--- src/sv/pfsba_pkg.sv ---
// Shared definitions for the per-frame slot bump allocator.
// Holds widths, codes, state and command/status types; no dependencies.
`default_nettype none

package pfsba_pkg;

   // Table size and derived widths.
   localparam int SLOT_COUNT = 16;
   localparam int SLOT_IDX_W = (SLOT_COUNT > 1) ? $clog2(SLOT_COUNT) : 1;
   localparam int SLOT_CNT_W = $clog2(SLOT_COUNT + 1);

   // Field widths.
   localparam int COUNT_W    = 16;
   localparam int FORMAT_W   = 8;
   localparam int CAP_W      = 17;
   localparam int SLOT_OUT_W = 4;
   localparam int GRAN_W     = 16;
   localparam int ENTRY_W    = FORMAT_W + 2 * CAP_W;
   localparam int DIV_CNT_W  = $clog2(CAP_W + 1);

   // Register port.
   localparam int CSR_ADDR_W = 3;
   localparam int CSR_DATA_W = 32;
   localparam int CSR_IDX_W  = CSR_ADDR_W - 2;
   localparam logic [CSR_IDX_W-1:0] CSR_REG_GRANULARITY = '0;
   localparam logic [GRAN_W-1:0]    GRAN_RESET          = GRAN_W'(64);

   typedef enum logic {
      KIND_ALLOC = 1'b0,
      KIND_FRAME = 1'b1
   } kind_type;

   typedef enum logic [1:0] {
      RES_EMPTY,
      RES_FOUND,
      RES_APPEND,
      RES_FULL
   } result_type;

   typedef enum logic [2:0] {
      ST_IDLE,
      ST_DISPATCH,
      ST_SCAN_RD,
      ST_SCAN_CHK,
      ST_APPEND,
      ST_REFILL_RD,
      ST_REFILL_WR
   } state_type;

   typedef struct packed {
      logic       load;
      logic       clr_idx;
      logic       inc_idx;
      logic       wr_refill;
      logic       emit;
      result_type result;
   } cmd_type;

   typedef struct packed {
      logic is_frame;
      logic is_zero;
      logic idx_at_end;
      logic match;
      logic table_full;
      logic div_done;
   } status_type;

endpackage

`default_nettype wire

--- src/sv/per_frame_slot_bump_allocator.sv ---
// Top level of the per-frame slot bump allocator: register port and glue.
// Uses pfsba_pkg, pfsba_ctrl and pfsba_dp.
`default_nettype none

// Usage.
// A word is taken on req_* when start is high and busy is low. An allocate
// word (kind 0) gives one result word on rsp_*, marked by rsp_valid for
// exactly one cycle; a frame word (kind 1) refills every used slot and
// gives no result. The receiver cannot hold results off.
// A scan reads the slot table once per slot, a registered RAM read and
// then a compare for each slot. A miss with room in the table waits
// also for the rounding divider, started when the word is taken. A
// frame word keeps busy high while it refills the used slots. Busy
// falls as the result is shown, so the next word may be taken while it
// is on the ports.
// Reset empties the slot table (no clearing pass) and sets the
// granularity register (address 0) to 64.
module per_frame_slot_bump_allocator (
   input  wire logic                              clock,
   input  wire logic                              reset,
   input  wire logic                              start,
   output logic                                   busy,
   input  wire logic                              req_kind,
   input  wire logic [pfsba_pkg::COUNT_W-1:0]     req_request_count,
   input  wire logic [pfsba_pkg::FORMAT_W-1:0]    req_format_id,
   output logic                                   rsp_valid,
   output logic                                   rsp_ok,
   output logic                                   rsp_empty_range,
   output logic      [pfsba_pkg::SLOT_OUT_W-1:0]  rsp_slot_index,
   output logic      [pfsba_pkg::CAP_W-1:0]       rsp_first_vertex,
   output logic      [pfsba_pkg::COUNT_W-1:0]     rsp_range_length,
   output logic                                   rsp_new_slot,
   input  wire logic                              psel,
   input  wire logic                              penable,
   input  wire logic                              pwrite,
   input  wire logic [pfsba_pkg::CSR_ADDR_W-1:0]  paddr,
   input  wire logic [pfsba_pkg::CSR_DATA_W-1:0]  pwdata,
   output logic      [pfsba_pkg::CSR_DATA_W-1:0]  prdata,
   output logic                                   pready
);
   import pfsba_pkg::*;

   logic [GRAN_W-1:0]    gran_ff, gran_in;
   logic [CSR_IDX_W-1:0] csr_index;
   logic                 csr_write;
   cmd_type              cmd;
   status_type           status;

   // Register port: one granularity register, writes complete at once.
   assign pready    = 1'b1;
   assign csr_index = paddr[CSR_ADDR_W-1:2];
   assign csr_write = psel && penable && pwrite && pready;

   always_comb begin
      gran_in = gran_ff;
      if (csr_write && (csr_index == CSR_REG_GRANULARITY)) begin
         gran_in = pwdata[GRAN_W-1:0];
      end
   end

   always_ff @(posedge clock) begin
      if (reset) begin
         gran_ff <= GRAN_RESET;
      end else begin
         gran_ff <= gran_in;
      end
   end

   assign prdata = (csr_index == CSR_REG_GRANULARITY) ?
                   {{(CSR_DATA_W - GRAN_W){1'b0}}, gran_ff} : '0;

   pfsba_ctrl u_ctrl (
      .clock  (clock),
      .reset  (reset),
      .start  (start),
      .busy   (busy),
      .status (status),
      .cmd    (cmd)
   );

   pfsba_dp u_dp (
      .clock             (clock),
      .reset             (reset),
      .cmd               (cmd),
      .status            (status),
      .granularity       (gran_ff),
      .req_kind          (req_kind),
      .req_request_count (req_request_count),
      .req_format_id     (req_format_id),
      .rsp_valid         (rsp_valid),
      .rsp_ok            (rsp_ok),
      .rsp_empty_range   (rsp_empty_range),
      .rsp_slot_index    (rsp_slot_index),
      .rsp_first_vertex  (rsp_first_vertex),
      .rsp_range_length  (rsp_range_length),
      .rsp_new_slot      (rsp_new_slot)
   );

endmodule

`default_nettype wire

--- src/sv/pfsba_ram.sv ---
// Generic single-write, single-read RAM with registered read data.
// No dependencies.
`default_nettype none

module pfsba_ram #(
   parameter int WIDTH = 8,
   parameter int DEPTH = 16
) (
   input  wire logic                                    clock,
   input  wire logic                                    we,
   input  wire logic [((DEPTH > 1) ? $clog2(DEPTH) : 1)-1:0] waddr,
   input  wire logic [WIDTH-1:0]                        wdata,
   input  wire logic [((DEPTH > 1) ? $clog2(DEPTH) : 1)-1:0] raddr,
   output logic      [WIDTH-1:0]                        rdata
);

   logic [WIDTH-1:0] mem_ff [DEPTH];

   // One write port and one registered read port.
   always_ff @(posedge clock) begin
      if (we) begin
         mem_ff[waddr] <= wdata;
      end
      rdata <= mem_ff[raddr];
   end

endmodule

`default_nettype wire

--- src/sv/pfsba_round.sv ---
// Iterative unit that rounds a count up to a multiple of the granularity.
// One remainder bit per cycle; uses pfsba_pkg.
`default_nettype none

module pfsba_round (
   input  wire logic                          clock,
   input  wire logic                          reset,
   input  wire logic                          start,
   input  wire logic [pfsba_pkg::COUNT_W-1:0] count,
   input  wire logic [pfsba_pkg::GRAN_W-1:0]  granularity,
   output logic                               done,
   output logic      [pfsba_pkg::CAP_W-1:0]   capacity
);
   import pfsba_pkg::*;

   logic                 busy_ff, busy_in;
   logic                 done_ff, done_in;
   logic [DIV_CNT_W-1:0] step_ff, step_in;
   logic [CAP_W-1:0]     n_ff, n_in;
   logic [CAP_W-1:0]     shift_ff, shift_in;
   logic [GRAN_W-1:0]    rem_ff, rem_in;
   logic [GRAN_W-1:0]    divisor_ff, divisor_in;
   logic [GRAN_W-1:0]    gran_eff;
   logic [CAP_W-1:0]     rem_shift;

   // A granularity of zero behaves as one.
   assign gran_eff  = (granularity == '0) ? GRAN_W'(1) : granularity;
   assign rem_shift = {rem_ff, shift_ff[CAP_W-1]};

   // Restoring division of count + g - 1 by g; only the remainder is kept.
   always_comb begin
      busy_in    = busy_ff;
      done_in    = done_ff;
      step_in    = step_ff;
      n_in       = n_ff;
      shift_in   = shift_ff;
      rem_in     = rem_ff;
      divisor_in = divisor_ff;
      if (start) begin
         busy_in    = 1'b1;
         done_in    = 1'b0;
         step_in    = DIV_CNT_W'(CAP_W);
         n_in       = {1'b0, count} + {1'b0, gran_eff} - CAP_W'(1);
         shift_in   = {1'b0, count} + {1'b0, gran_eff} - CAP_W'(1);
         rem_in     = '0;
         divisor_in = gran_eff;
      end else if (busy_ff) begin
         shift_in = {shift_ff[CAP_W-2:0], 1'b0};
         if (rem_shift >= {1'b0, divisor_ff}) begin
            rem_in = GRAN_W'(rem_shift - {1'b0, divisor_ff});
         end else begin
            rem_in = GRAN_W'(rem_shift);
         end
         step_in = step_ff - DIV_CNT_W'(1);
         if (step_ff == DIV_CNT_W'(1)) begin
            busy_in = 1'b0;
            done_in = 1'b1;
         end
      end
   end

   always_ff @(posedge clock) begin
      if (reset) begin
         busy_ff <= 1'b0;
         done_ff <= 1'b0;
         step_ff <= '0;
      end else begin
         busy_ff <= busy_in;
         done_ff <= done_in;
         step_ff <= step_in;
      end
      n_ff       <= n_in;
      shift_ff   <= shift_in;
      rem_ff     <= rem_in;
      divisor_ff <= divisor_in;
   end

   // Rounded value is the dividend less its remainder.
   assign done     = done_ff;
   assign capacity = n_ff - {1'b0, rem_ff};

endmodule

`default_nettype wire

--- src/sv/pfsba_dp.sv ---
// Datapath of the allocator: request latch, slot table, scan index,
// rounding unit and result word. Uses pfsba_pkg, pfsba_ram, pfsba_round.
`default_nettype none

module pfsba_dp (
   input  wire logic                             clock,
   input  wire logic                             reset,
   input  wire pfsba_pkg::cmd_type               cmd,
   output pfsba_pkg::status_type                 status,
   input  wire logic [pfsba_pkg::GRAN_W-1:0]     granularity,
   input  wire logic                             req_kind,
   input  wire logic [pfsba_pkg::COUNT_W-1:0]    req_request_count,
   input  wire logic [pfsba_pkg::FORMAT_W-1:0]   req_format_id,
   output logic                                  rsp_valid,
   output logic                                  rsp_ok,
   output logic                                  rsp_empty_range,
   output logic      [pfsba_pkg::SLOT_OUT_W-1:0] rsp_slot_index,
   output logic      [pfsba_pkg::CAP_W-1:0]      rsp_first_vertex,
   output logic      [pfsba_pkg::COUNT_W-1:0]    rsp_range_length,
   output logic                                  rsp_new_slot
);
   import pfsba_pkg::*;

   logic                  kind_ff, kind_in;
   logic [COUNT_W-1:0]    count_ff, count_in;
   logic [FORMAT_W-1:0]   format_ff, format_in;
   logic [SLOT_CNT_W-1:0] idx_ff, idx_in;
   logic [SLOT_CNT_W-1:0] used_ff, used_in;

   logic                  valid_ff, valid_in;
   logic                  ok_ff, ok_in;
   logic                  empty_ff, empty_in;
   logic [SLOT_OUT_W-1:0] slot_ff, slot_in;
   logic [CAP_W-1:0]      first_ff, first_in;
   logic [COUNT_W-1:0]    length_ff, length_in;
   logic                  new_ff, new_in;

   logic [ENTRY_W-1:0]    rd_entry;
   logic [FORMAT_W-1:0]   rd_format;
   logic [CAP_W-1:0]      rd_cap;
   logic [CAP_W-1:0]      rd_rem;
   logic [CAP_W-1:0]      count_wide;
   logic                  we;
   logic [SLOT_IDX_W-1:0] waddr;
   logic [ENTRY_W-1:0]    wdata;
   logic                  div_done;
   logic [CAP_W-1:0]      new_cap;
   logic                  take_found;
   logic                  take_append;

   // Slot table: format, capacity and remaining count in one entry.
   pfsba_ram #(
      .WIDTH (ENTRY_W),
      .DEPTH (SLOT_COUNT)
   ) u_table (
      .clock (clock),
      .we    (we),
      .waddr (waddr),
      .wdata (wdata),
      .raddr (idx_ff[SLOT_IDX_W-1:0]),
      .rdata (rd_entry)
   );

   // Capacity of a new slot, started as soon as the word is taken.
   pfsba_round u_round (
      .clock       (clock),
      .reset       (reset),
      .start       (cmd.load),
      .count       (req_request_count),
      .granularity (granularity),
      .done        (div_done),
      .capacity    (new_cap)
   );

   assign rd_format  = rd_entry[ENTRY_W-1 -: FORMAT_W];
   assign rd_cap     = rd_entry[2*CAP_W-1 -: CAP_W];
   assign rd_rem     = rd_entry[CAP_W-1:0];
   assign count_wide = {1'b0, count_ff};

   assign take_found  = cmd.emit && (cmd.result == RES_FOUND);
   assign take_append = cmd.emit && (cmd.result == RES_APPEND);

   // Table write: refill, bump of a matching slot, or append of a new slot.
   always_comb begin
      we    = cmd.wr_refill || take_found || take_append;
      waddr = idx_ff[SLOT_IDX_W-1:0];
      wdata = {rd_format, rd_cap, rd_cap};
      if (take_append) begin
         waddr = used_ff[SLOT_IDX_W-1:0];
         wdata = {format_ff, new_cap, new_cap - count_wide};
      end else if (take_found) begin
         wdata = {rd_format, rd_cap, rd_rem - count_wide};
      end
   end

   // Request latch, scan index and fill count.
   always_comb begin
      kind_in   = kind_ff;
      count_in  = count_ff;
      format_in = format_ff;
      idx_in    = idx_ff;
      used_in   = used_ff;
      if (cmd.load) begin
         kind_in   = req_kind;
         count_in  = req_request_count;
         format_in = req_format_id;
      end
      if (cmd.clr_idx) begin
         idx_in = '0;
      end else if (cmd.inc_idx) begin
         idx_in = idx_ff + SLOT_CNT_W'(1);
      end
      if (take_append) begin
         used_in = used_ff + SLOT_CNT_W'(1);
      end
   end

   // Result word, shown for one cycle.
   always_comb begin
      valid_in  = cmd.emit;
      ok_in     = ok_ff;
      empty_in  = empty_ff;
      slot_in   = slot_ff;
      first_in  = first_ff;
      length_in = length_ff;
      new_in    = new_ff;
      if (cmd.emit) begin
         ok_in     = (cmd.result != RES_FULL);
         empty_in  = (cmd.result == RES_EMPTY);
         slot_in   = '0;
         first_in  = '0;
         length_in = '0;
         new_in    = take_append;
         if (take_found) begin
            slot_in   = SLOT_OUT_W'(idx_ff[SLOT_IDX_W-1:0]);
            first_in  = rd_cap - rd_rem;
            length_in = count_ff;
         end else if (take_append) begin
            slot_in   = SLOT_OUT_W'(used_ff[SLOT_IDX_W-1:0]);
            length_in = count_ff;
         end
      end
   end

   always_ff @(posedge clock) begin
      if (reset) begin
         idx_ff   <= '0;
         used_ff  <= '0;
         valid_ff <= 1'b0;
      end else begin
         idx_ff   <= idx_in;
         used_ff  <= used_in;
         valid_ff <= valid_in;
      end
      kind_ff   <= kind_in;
      count_ff  <= count_in;
      format_ff <= format_in;
      ok_ff     <= ok_in;
      empty_ff  <= empty_in;
      slot_ff   <= slot_in;
      first_ff  <= first_in;
      length_ff <= length_in;
      new_ff    <= new_in;
   end

   // Status back to the controller.
   always_comb begin
      status.is_frame   = (kind_ff == KIND_FRAME);
      status.is_zero    = (count_ff == '0);
      status.idx_at_end = (idx_ff == used_ff);
      status.match      = (rd_format == format_ff) && (rd_rem >= count_wide);
      status.table_full = (used_ff == SLOT_CNT_W'(SLOT_COUNT));
      status.div_done   = div_done;
   end

   assign rsp_valid        = valid_ff;
   assign rsp_ok           = ok_ff;
   assign rsp_empty_range  = empty_ff;
   assign rsp_slot_index   = slot_ff;
   assign rsp_first_vertex = first_ff;
   assign rsp_range_length = length_ff;
   assign rsp_new_slot     = new_ff;

endmodule

`default_nettype wire

--- src/sv/pfsba_ctrl.sv ---
// Controller of the allocator: sequences dispatch, slot scan, append
// and frame refill. Uses pfsba_pkg.
`default_nettype none

module pfsba_ctrl (
   input  wire logic                  clock,
   input  wire logic                  reset,
   input  wire logic                  start,
   output logic                       busy,
   input  wire pfsba_pkg::status_type status,
   output pfsba_pkg::cmd_type         cmd
);
   import pfsba_pkg::*;

   state_type state_ff, state_in;

   // State register.
   always_ff @(posedge clock) begin
      if (reset) begin
         state_ff <= ST_IDLE;
      end else begin
         state_ff <= state_in;
      end
   end

   // Next state and commands.
   always_comb begin
      state_in      = state_ff;
      cmd.load      = 1'b0;
      cmd.clr_idx   = 1'b0;
      cmd.inc_idx   = 1'b0;
      cmd.wr_refill = 1'b0;
      cmd.emit      = 1'b0;
      cmd.result    = RES_EMPTY;
      busy          = (state_ff != ST_IDLE);
      unique case (state_ff)
         ST_IDLE: begin
            if (start) begin
               cmd.load = 1'b1;
               state_in = ST_DISPATCH;
            end
         end
         ST_DISPATCH: begin
            cmd.clr_idx = 1'b1;
            priority if (status.is_frame) begin
               state_in = ST_REFILL_RD;
            end else if (status.is_zero) begin
               cmd.emit   = 1'b1;
               cmd.result = RES_EMPTY;
               state_in   = ST_IDLE;
            end else begin
               state_in = ST_SCAN_RD;
            end
         end
         // The table read issued here returns in the next state.
         ST_SCAN_RD: begin
            if (status.idx_at_end) begin
               state_in = ST_APPEND;
            end else begin
               state_in = ST_SCAN_CHK;
            end
         end
         ST_SCAN_CHK: begin
            if (status.match) begin
               cmd.emit   = 1'b1;
               cmd.result = RES_FOUND;
               state_in   = ST_IDLE;
            end else begin
               cmd.inc_idx = 1'b1;
               state_in    = ST_SCAN_RD;
            end
         end
         // No slot fits: report a full table, or wait for the rounded capacity and append.
         ST_APPEND: begin
            priority if (status.table_full) begin
               cmd.emit   = 1'b1;
               cmd.result = RES_FULL;
               state_in   = ST_IDLE;
            end else if (status.div_done) begin
               cmd.emit   = 1'b1;
               cmd.result = RES_APPEND;
               state_in   = ST_IDLE;
            end else begin
               state_in = ST_APPEND;
            end
         end
         ST_REFILL_RD: begin
            if (status.idx_at_end) begin
               state_in = ST_IDLE;
            end else begin
               state_in = ST_REFILL_WR;
            end
         end
         ST_REFILL_WR: begin
            cmd.wr_refill = 1'b1;
            cmd.inc_idx   = 1'b1;
            state_in      = ST_REFILL_RD;
         end
         default: begin
            state_in = ST_IDLE;
         end
      endcase
   end

endmodule

`default_nettype wire

--- config.mk ---
export PLATFORM = sky130hd
export DESIGN_NAME = per_frame_slot_bump_allocator
export DESIGN_NICKNAME = d
export VERILOG_FILES = /design/src/sv/pfsba_pkg.sv /design/src/sv/per_frame_slot_bump_allocator.sv /design/src/sv/pfsba_ram.sv /design/src/sv/pfsba_round.sv /design/src/sv/pfsba_dp.sv /design/src/sv/pfsba_ctrl.sv
export SDC_FILE = /design/constraint.sdc
export NUM_CORES = 1
export LEC_CHECK = 0
export BUFFER_PORTS_ARGS = -buffer_cell sky130_fd_sc_hd__buf_2
export CORE_ASPECT_RATIO = 0.6
export CORE_MARGIN = 10
export CORE_UTILIZATION = 45
export CTS_CLUSTER_DIAMETER = 150
export CTS_CLUSTER_SIZE = 16
export DETAILED_ROUTE_END_ITERATION = 16
export GPL_TIMING_DRIVEN = 0
export PLACE_DENSITY = 0.68
export RECOVER_POWER = 50
export SYNTH_ARGS = -nofsm -noshare
export SYNTH_HDL_FRONTEND = slang
export SYNTH_SLANG_ARGS = --single-unit
--- constraint.sdc ---
create_clock -name clock -period 13.75 [get_ports clock]
set_clock_uncertainty 0.05 [all_clocks]
set_input_delay 2.75 -clock clock [delete_from_list [all_inputs] [get_ports clock]]
set_output_delay 2.75 -clock clock [all_outputs]
set_load 0.01 [all_outputs]
== Word-level counts from Yosys, hierarchy flattened ==
Memories as Yosys holds them, arrays and structs flattened. A register that Yosys moved wholly into a read port is not among the register bits.
Index checks and enable logic that the tools add are counted.

* Logic and storage cells: 107
* Register bits after elaboration: 168
* Memory bits (writable): 672
* Memories: 1

* Magnitude comparators: 2
* Multiplexer cells: 40
* Reductions and logical operators: 17
* Bitwise logic cells: 1
* Equal/unequal tests: 14
* Add/sub/neg operators: 10

{| class="wikitable"
|+ Memory list
! memory !! depth !! width !! read ports !! clocked after memory_dff !! write ports !! RTL line !! source
|-
| u_dp.u_table.mem_ff || 16 || 42 || 1 || 1 || 1 || pfsba_ram.sv:17 || <nowiki>logic [WIDTH-1:0] mem_ff [DEPTH];</nowiki>
|}

{| class="wikitable"
|+ Operators by type and width
! cell !! count
|-
| two-way mux 16 bit || 5
|-
| two-way mux 17 bit || 3
|-
| subtractor 17 x 16 -> 17 bit || 3
|-
| two-way mux 42 bit || 1
|-
| >= comparator 17 x 16 -> 1 bit || 2
|-
| two-way mux 3 bit || 11
|-
| logical NOT 16 bit || 2
|-
| one-hot mux 3 bit (7 select lines) || 1
|-
| adder 16 x 16 -> 17 bit || 1
|-
| subtractor 17 x 1 -> 17 bit (second input constant) || 1
|-
| subtractor 17 bit || 1
|-
| subtractor 16 bit || 1
|-
| two-way mux 4 bit || 3
|-
| adder 5 x 1 -> 5 bit (second input constant) || 2
|-
| two-way mux 1 bit || 10
|-
| two-way mux 5 bit || 2
|-
| equality test 3 bit (second input constant) || 3
|-
| one-hot mux 3 bit (3 select lines) || 1
|-
| equality test 8 bit || 1
|-
| equality test 3 x 2 -> 1 bit (second input constant) || 2
|-
| logical AND 1 bit || 6
|-
| equality test 5 x 1 -> 1 bit (second input constant) || 1
|-
| equality test 5 bit || 1
|-
| equality test 5 bit (second input constant) || 1
|-
| other kinds (15) || 19
|}

== Longest topological paths before layout ==
Gate-level depths: netlist of run 1.

* Depth in word-level cells: 10
* Gate-level depth with buffers: 20
* Mapped depth without buffers: 20

== Hierarchy ==
From an unflattened synthesis of run 1, not the netlist that was laid out.

* Cells, all modules: 2,520
* Area total of the unflattened synthesis: 38,775.9 µm²

{| class="wikitable"
|+ Modules (own cells, without submodules)
! module !! times used !! area each (µm²) !! cells an instance
|-
| pfsba_ram || 1 || 26,058.7 || 1,092
|-
| pfsba_dp || 1 || 5,948.2 || 684
|-
| pfsba_round || 1 || 5,469.0 || 594
|-
| per_frame_slot_bump_allocator || 1 || 982.2 || 106
|-
| pfsba_ctrl || 1 || 317.8 || 44
|}

== Least setup slack after synthesis of run 1 ==
OpenSTA, ideal clock, no wires.

* Kind: in2out
* From: in paddr[2] (netlist bit)
* To: out prdata[10] (netlist bit)
* Stages on the path: 3
* Slack: 7.576 ns
* Path buffers: 2
* Arrival time: 3.374 ns
* Cell sequence: clkbuf_1 > clkbuf_1 > nor2_1

* Word-level cells in the longest chain between the ends: 1

{| class="wikitable"
|+ RTL lines
! item !! RTL line !! source
|-
| from (decl) || per_frame_slot_bump_allocator.sv:36 || <nowiki>input wire logic [pfsba_pkg::CSR_ADDR_W-1:0] paddr,</nowiki>
|-
| two-way mux 16 bit || per_frame_slot_bump_allocator.sv:69 || <nowiki>assign prdata = (csr_index == CSR_REG_GRANULARITY) ?</nowiki>
|-
| to (decl) || per_frame_slot_bump_allocator.sv:38 || <nowiki>output logic [pfsba_pkg::CSR_DATA_W-1:0] prdata,</nowiki>
|}

Every way passes these cells.

==> summary.txt, run 1 <==
Power
  • Logic pwr share: 21.2%
  • Switching power as a share of total power: 28.69%
  • Power dissipated by switching net loads: 1.749 mW
  • Portion of total power attributed to the clock network: 28.7%
  • Worst voltage drop across the vdd grid: 0.0001042 V
  • P_leak: 14.34 nW
  • Total power: 6.098 mW
  • Power share of the sequential group: 50.1%
  • Pwr dens: 143.4 nW/um^2
  • Internal cell power: 4.348 mW

Synthesis
  • Share of synthesized area occupied by flip-flops and latches: 66.83%
  • Biggest area contributors in the synthesized netlist: edfxtp_1 62%, mux4_2 12%, dfxtp_1 5.0%
  • Top cells by instance count after synthesis: 787 x edfxtp_1, 210 x mux4_2, 162 x nand2_1
  • Library cell occupying the most area in the post-synthesis netlist: edfxtp_1
  • FF+latch count, synth: 882
  • Syn avg cell area: 16.00 sq um
  • Share of flip-flops with an asynchronous set or reset after synthesis: 0%
  • Synth top area share: 61.85%
  • Post-synth design cell area: 38210 sq um
  • Number of distinct standard cells referenced by the synthesized netlist: 76
  • Synth Instances: 2388
  • Most common flop cell mapped by yosys: edfxtp_1
  • Library cell with the highest instance count after synthesis: edfxtp_1
  • EDFF count, synth: 787
  • Count of yosys warnings during synthesis: 0

Place
  • Setup Slack @ Placement: 7.188 ns
  • Post-DP HPWL: 72.95 mm
  • Final weighted congestion in routability-driven placement: 0.9594
  • Count of input and output buffers: 104
  • DP Cell Count: 3676
  • Area after DPL: 41040 sq um

Cells and area
  • Number of standard cells in the layout, taps in and fillers out: 3792
  • Area growth syn-to-layout: 11.29%
  • Nets: 2794
  • Utilization after layout: 50.73%
  • Area of all placed cells without fillers: 42520 sq um
  • Fraction of final layout cells sized beyond drive strength 1: 15.69%

Global routing
  • Global-route usage over all layers: 20.74%
  • Number of global-route vias before repair: 21605
  • Overflow left after global routing: 0
  • Pin count of the biggest net entering global routing: 37
  • Wire length of the first global-routing pass: 148.4 mm
  • Antenna violations before repair: 3

Critical path
  • Endpoint kind of the worst setup timing path: register
  • Stage delay of the slowest cell on the critical path: 1.68 ns
  • Cell Chain, Critical Path: inv_1, ha_1, nor2b_1, o2111ai_1, a311oi_1, nor3_1, o21ai_0, nand2_1, nor3_1, a21oi_1, nand2_1, clkbuf_1
  • CP Max Fanout: 34
  • Number of buffer and inverter instances along the worst setup path: 2
  • Largest delay share family, worst path: simple AND/OR/NAND/NOR gates
  • CP startpoint kind: register
  • Critical path class: register to register
  • Data required, critical path: 13.94 ns
  • Arrival time worst endpoint: 7.66 ns
  • Slowest stage cell, crit path: clkbuf_1

Detailed routing
  • Detailed router's first-iteration violation count: 2741
  • Via count: 22233
  • Total detailed-routing wirelength: 103.5 mm
  • Remaining antenna violation count after routing: 0
  • First-pass detailed-route iteration total: 5
  • Met2 wirelength from detailed routing: 44.63 mm
  • Wire length on met3: 13.12 mm
  • Number of DRC violations after detailed routing: 0
  • Uppermost routed layer: met4
  • Per-cell via count in the routed design: 5.863
  • Final routed wire length divided by cell count: 27.29 microns
  • Met1 wire length: 43.20 mm

STA
  • Pins over their slew limit: 241
  • Setup repair after global routing missed its margin: false
  • Worst slew slack as a fraction of its limit: -54.62%
  • Final critical delay including setup and external delays: 7.476 ns
  • Endpoints failing hold: 0
  • Final clock period utilization by the worst path: 54.37%
  • Sum of negative setup slack: 0 ns
  • Setup violation total in the final timing report: 0
  • Final worst slack: 6.274 ns
  • WHS: 0.4686 ns
  • Slew at the pin closest to its max-slew limit: 2.319 ns
  • Achievable frequency: 0.1338 GHz

CTS
  • Clock-pin slew on the worst setup and hold paths: 0.07 ns
  • Quantity of hold-fixing buffers added after cts: 0
  • Buffer levels on the longest clock path: 3
  • TritonCTS clock tree: yes
  • Sinks on Clock Net: 882
  • Number of setup buffers added after CTS: 0
  • Number of buffers created by CTS: 61
  • Number of levels the H-tree was split into: 2
  • Quantity of gates resized following cts: 0
  • Worst-skew pair later-pin latency: 0.69 ns
  • Cell at the root of the clock tree: clkbuf_16

Run status
  • Violated checks: capacitance limit, slew limit
  • Outcome: finished, violations left

Floorplanning
  • Core footprint: 83820 sq um
  • Horizontal die dimension: 396.2 microns
  • Die area: 97340 sq um
  • Top Ports: 141
  • Number of standard-cell rows in the floorplan: 82
  • Effective utilization at floorplan: 45.58%
  • Height of the die: 245.7 microns

Min path
  • Path class of the lowest-slack min-delay path: register to register

Run
  • Number of maximum-capacitance constraint violations: 12
## path summary, 6_finish.rpt
kind                                         startpoint                       end  slack (ns)  cells after the start
worst max-delay path                   u_dp.count_ff[1]  u_dp.rsp_first_vertex[9]        6.27                     12
worst min-delay path            u_dp.u_round.rem_ff[15]   u_dp.u_round.rem_ff[15]        0.47                      2
worst max register to register         u_dp.count_ff[1]  u_dp.rsp_first_vertex[9]        6.27                     12
worst min register to register  u_dp.u_round.rem_ff[15]   u_dp.u_round.rem_ff[15]        0.47                      2
## power groups by stage
stage                     sequential, mW  combinational, mW  clock, mW
after CTS                           3.05               1.27       1.78
after detailed placement            3.11               1.26          0
after floorplan                     3.08              0.961          0
final                               3.05               1.29       1.75
after global routing                3.06               1.42       1.88
after global placement              3.11               1.23          0
## flip-flops by register name (all words and copies together) (netlist names), 8 cells and up
name                     count
gran_ff                     16
u_dp.count_ff               16
u_dp.format_ff               8
u_dp.rsp_first_vertex       17
u_dp.rsp_range_length       16
u_dp.u_round.divisor_ff     16
u_dp.u_round.n_ff           17
u_dp.u_round.rem_ff         16
u_dp.u_round.shift_ff       17
u_dp.u_table.mem_ff        672
u_dp.u_table.rdata          42
## layout make-up
type,instances,area [sq um]
diodes,1,2.502
plain buffers,126,566.8
clock buffers,110,1710
clock inverters,4,75.07
fillers,6886,41300
inverters,162,608.1
multi-input cells,1233,11560
flip-flops and latches,882,25530
well taps,1134,1419
repair buffers,140,1046
## cells by family (layout without fill, tap and decap cells)
logic type | count (synthesis) | in the layout | synth area share [%]
xor+xnor | 95 | 95 | 2.178
simple gates | 452 | 452 | 5.492
buf+inv | 288 | 542 | 3.111
compound gates | 312 | 312 | 5.187
other cells | 2 | 18 | 0.01966
fa+ha+maj | 122 | 122 | 4.113
flops | 882 | 882 | 66.83
mux | 235 | 235 | 13.07
## placed cells by master (no fill, tap or decap), types with 25 or more instances in the layout
cell type and n:
buf_2 61, dfxtp_1 95, nand2_1 163, a21oi_1 106, inv_1 160, nor3_1 41, ha_1 116, clkbuf_16 61
o21ai_0 52, nand3_1 25, xnor2_1 61, nor2_1 118, mux4_2 210, clkbuf_1 202, a21o_1 28, edfxtp_1 787
xor2_1 34
## layer usage
| layer | up-vias | GRT usage, % |
|---|---|---|
| met4 | 0 | 4.949 |
| li1 | 9544 | - |
| met2 | 1181 | 30.30 |
| met1 | 11343 | 29.70 |
| met5 | - | 0 |
| met3 | 165 | 7.103 |
## tightest hold or removal path: stages (launching register included)
cell and delay, ns:
dfxtp_1 0.34, nand2b_1 0.08, a21oi_1 0.06
Note: power is estimated with default switching activity, not from simulation.
==> run 2: changes to the inputs <==
--- a/config.mk
+++ b/config.mk
@@ -13,7 +13,7 @@
 export CTS_CLUSTER_SIZE = 16
 export DETAILED_ROUTE_END_ITERATION = 16
 export GPL_TIMING_DRIVEN = 0
-export PLACE_DENSITY = 0.68
+export PLACE_DENSITY = 0.7
 export RECOVER_POWER = 50
 export SYNTH_ARGS = -nofsm -noshare
 export SYNTH_HDL_FRONTEND = slang
==> constraint.sdc (replaced) <==
create_clock -name clock -period 6 [get_ports clock]
set_clock_uncertainty 0.05 [all_clocks]
set_input_delay 1.2 -clock clock [delete_from_list [all_inputs] [get_ports clock]]
set_output_delay 1.2 -clock clock [all_outputs]
set_load 0.01 [all_outputs]
==> summary.txt, run 2 (same netlist as run 1, synthesis figures left out) <==
Critical path
  • Critical path class: register to register
  • CP startpoint kind: register
  • Endpoint kind of the worst setup timing path: register
  • Arrival time worst endpoint: 5.75 ns (-1.91 ns)
  • Data required, critical path: 6.22 ns (-7.72 ns)
  • CP Max Fanout: 16 (-53%)

Cells and area
  • Largest register by flop count: u_dp.u_table.mem_ff
  • Area of the multi-input gates: 11600 sq um (+0.37%)
  • Top library cells by usage in the layout, fill and taps aside: 787 x edfxtp_1, 220 x clkbuf_1, 210 x mux4_2, 163 x nand2_1, 160 x inv_1
  • N_diodes: 0 (-1)
  • Nets: 2798 (+0.14%)
  • Fill cell instance count of the final layout: 6798 (-1.3%)
  • Fraction of final layout cells sized beyond drive strength 1: 15.30% (-0.39 points)
  • Area of all sequential standard cells: 25530 sq um (unchanged)
  • Number of flip-flops under the largest register name: 672 (unchanged)
  • Area growth syn-to-layout: 11.84%
  • Commonest non-fill, non-tap cell in the layout: edfxtp_1
  • Largest registers: u_dp.u_table.mem_ff (672), u_dp.u_table.rdata (42)
  • Number of standard cells in the layout, taps in and fillers out: 3794 (+0.053%)

Detailed routing
  • First-pass detailed-route iteration total: 7 (+2)
  • Via count: 22555 (+1.4%)
  • Detailed router's first-iteration violation count: 3139 (+15%)
  • Number of DRC violations after detailed routing: 0 (unchanged)
  • Final routed wire length divided by cell count: 27.55 microns (+0.96%)
  • Per-cell via count in the routed design: 5.945 (+1.4%)
  • Total detailed-routing wirelength: 104.5 mm (+1.0%)
  • Remaining antenna violation count after routing: 0 (unchanged)

CTS
  • Buffer levels on the longest clock path: 3 (unchanged)
  • Number of setup buffers added after CTS: 0 (unchanged)
  • Number of levels the H-tree was split into: 2 (unchanged)
  • TritonCTS clock tree: yes
  • Quantity of gates resized following cts: 0 (unchanged)
  • Number of buffers created by CTS: 61 (unchanged)
  • Worst-skew pair later-pin latency: 0.67 ns (-0.02 ns)
  • Quantity of hold-fixing buffers added after cts: 0 (unchanged)
  • Clock-pin slew on the worst setup and hold paths: 0.08 ns (about the same)
  • Sinks on Clock Net: 882 (unchanged)
  • Cell at the root of the clock tree: clkbuf_16

Global routing
  • Overflow left after global routing: 0 (unchanged)
  • Global-route usage over all layers: 21.05% (+0.31 points)
  • Wire length of the first global-routing pass: 151.4 mm (+2.0%)
  • Antenna violations before repair: 2 (-1)
  • Pin count of the biggest net entering global routing: 54 (+46%)
  • Number of global-route vias before repair: 22126 (+2.4%)

Power
  • Worst voltage drop across the vdd grid: 0.0003887 V (+270%)
  • P_leak: 14.34 nW (about the same)
  • Pwr dens: 326.2 nW/um^2 (+130%)

STA
  • Sum of negative setup slack: 0 ns (unchanged)
  • Final worst slack: 0.4686 ns (-5.806 ns)
  • Final clock period utilization by the worst path: 92.19% (+38 points)
  • Slew at the pin closest to its max-slew limit: 3.172 ns (+0.8524 ns)
  • Setup repair after global routing missed its margin: false
  • Endpoints failing hold: 0 (unchanged)
  • Achievable frequency: 0.1808 GHz (+35%)
  • Pins over their slew limit: 71 (-71%)
  • Setup violation total in the final timing report: 0 (unchanged)
  • Worst slew slack as a fraction of its limit: -111.4% (-57 points)
  • Final critical delay including setup and external delays: 5.531 ns (-1.944 ns)

Run status
  • Violated checks: capacitance limit, slew limit
  • Outcome: finished, violations left

Floorplanning
  • Die area: 97340 sq um (unchanged)
  • Height of the die: 245.7 microns (unchanged)
  • Number of standard-cell rows in the floorplan: 82 (unchanged)
  • Core footprint: 83820 sq um (unchanged)
  • Effective utilization at floorplan: 45.58% (unchanged)
  • Horizontal die dimension: 396.2 microns (unchanged)
  • Top Ports: 141 (unchanged)

Min path
  • Path class of the lowest-slack min-delay path: register to register

Place
  • Final weighted congestion in routability-driven placement: 0.9309 (-3.0%)
  • Count of input and output buffers: 104 (unchanged)
  • Post-DP HPWL: 74.26 mm (+1.8%)
  • DP Cell Count: 3680 (+0.11%)
  • Setup Slack @ Placement: 0.7043 ns (-6.483 ns)

Run
  • Number of maximum-capacitance constraint violations: 2 (-10)
[run 2: cell types whose count changed in the layout (fill, tap and decap cells not counted), moves of 2 or more]
cell and change:
a21oi_1 +2, buf_2 -21, a21oi_2 -2, nor2_4 +7, buf_16 +8, clkbuf_1 +18, nor2_1 -8
[run 2: per-stage QoR]
stage	hold WS, ns	area, sq um	total power, mW	utilization, %
2_1_floorplan	0.3948	38260	9.262	-
3_3_place_gp	0.4337	40200	9.948	47.96
3_5_place_dp	0.4528	41170	10.02	49.12
4_1_cts	0.4642	42950	13.96	51.24
5_1_grt	0.4882	42730	14.56	50.97
6_report	0.4655	42730	13.94	50.97
[run 2: worst paths after layout]
check,start,to,slack (ns),cells after the start
max,u_dp.count_ff[1],u_dp.u_table.mem_ff[0][0],0.47,12
min,u_dp.u_round.rem_ff[15],u_dp.u_round.rem_ff[15],0.47,2
max reg2reg,u_dp.count_ff[1],u_dp.u_table.mem_ff[0][0],0.47,12
min reg2reg,u_dp.u_round.rem_ff[15],u_dp.u_round.rem_ff[15],0.47,2
[run 2: worst max-delay path, stage by stage, from the launching register on]
cell,delay [ns]
edfxtp_1,0.58
inv_1,0.22
ha_1,0.36
nor2b_1,0.20
o2111ai_1,0.18
a311oi_1,0.70
nor3_1,0.31
o21ai_0,0.50
nand4_1,0.34
clkbuf_1,0.38
nor2_1,0.17
a211oi_1,0.06
a21oi_1,1.09
[run 2: final cells by class]
cell class / instances / area share, %
Timing Repair Buffer: 144 / 2.864
Clock buffer: 109 / 3.994
Buffer: 126 / 1.312
Clock inverter: 4 / 0.1757
Sequential cell: 882 / 59.76
Inverter: 162 / 1.423
Multi-Input combinational cell: 1233 / 27.15
Tap cell: 1134 / 3.321
[run 2: where the power goes]
group	total, mW	internal (mW)	switching [mW]
logic	2.93	1.17	1.76
registers	7.01	6.85	0.161
clock network	4.00	1.94	2.07
[run 2: per-layer routing]
| metal | share of wire (%) | routed length (microns) | global-route usage, % | up-vias |
|---|---|---|---|---|
| li1 | - | - | - | 9553 |
| met1 | 44 | 45810 | 31.80 | 11659 |
| met2 | 43 | 45340 | 30.72 | 1183 |
| met3 | 11 | 11140 | 5.030 | 158 |
| met4 | 2.1 | 2227 | 4.569 | 2 |
| met5 | 0.0096 | 10 | 0 | - |
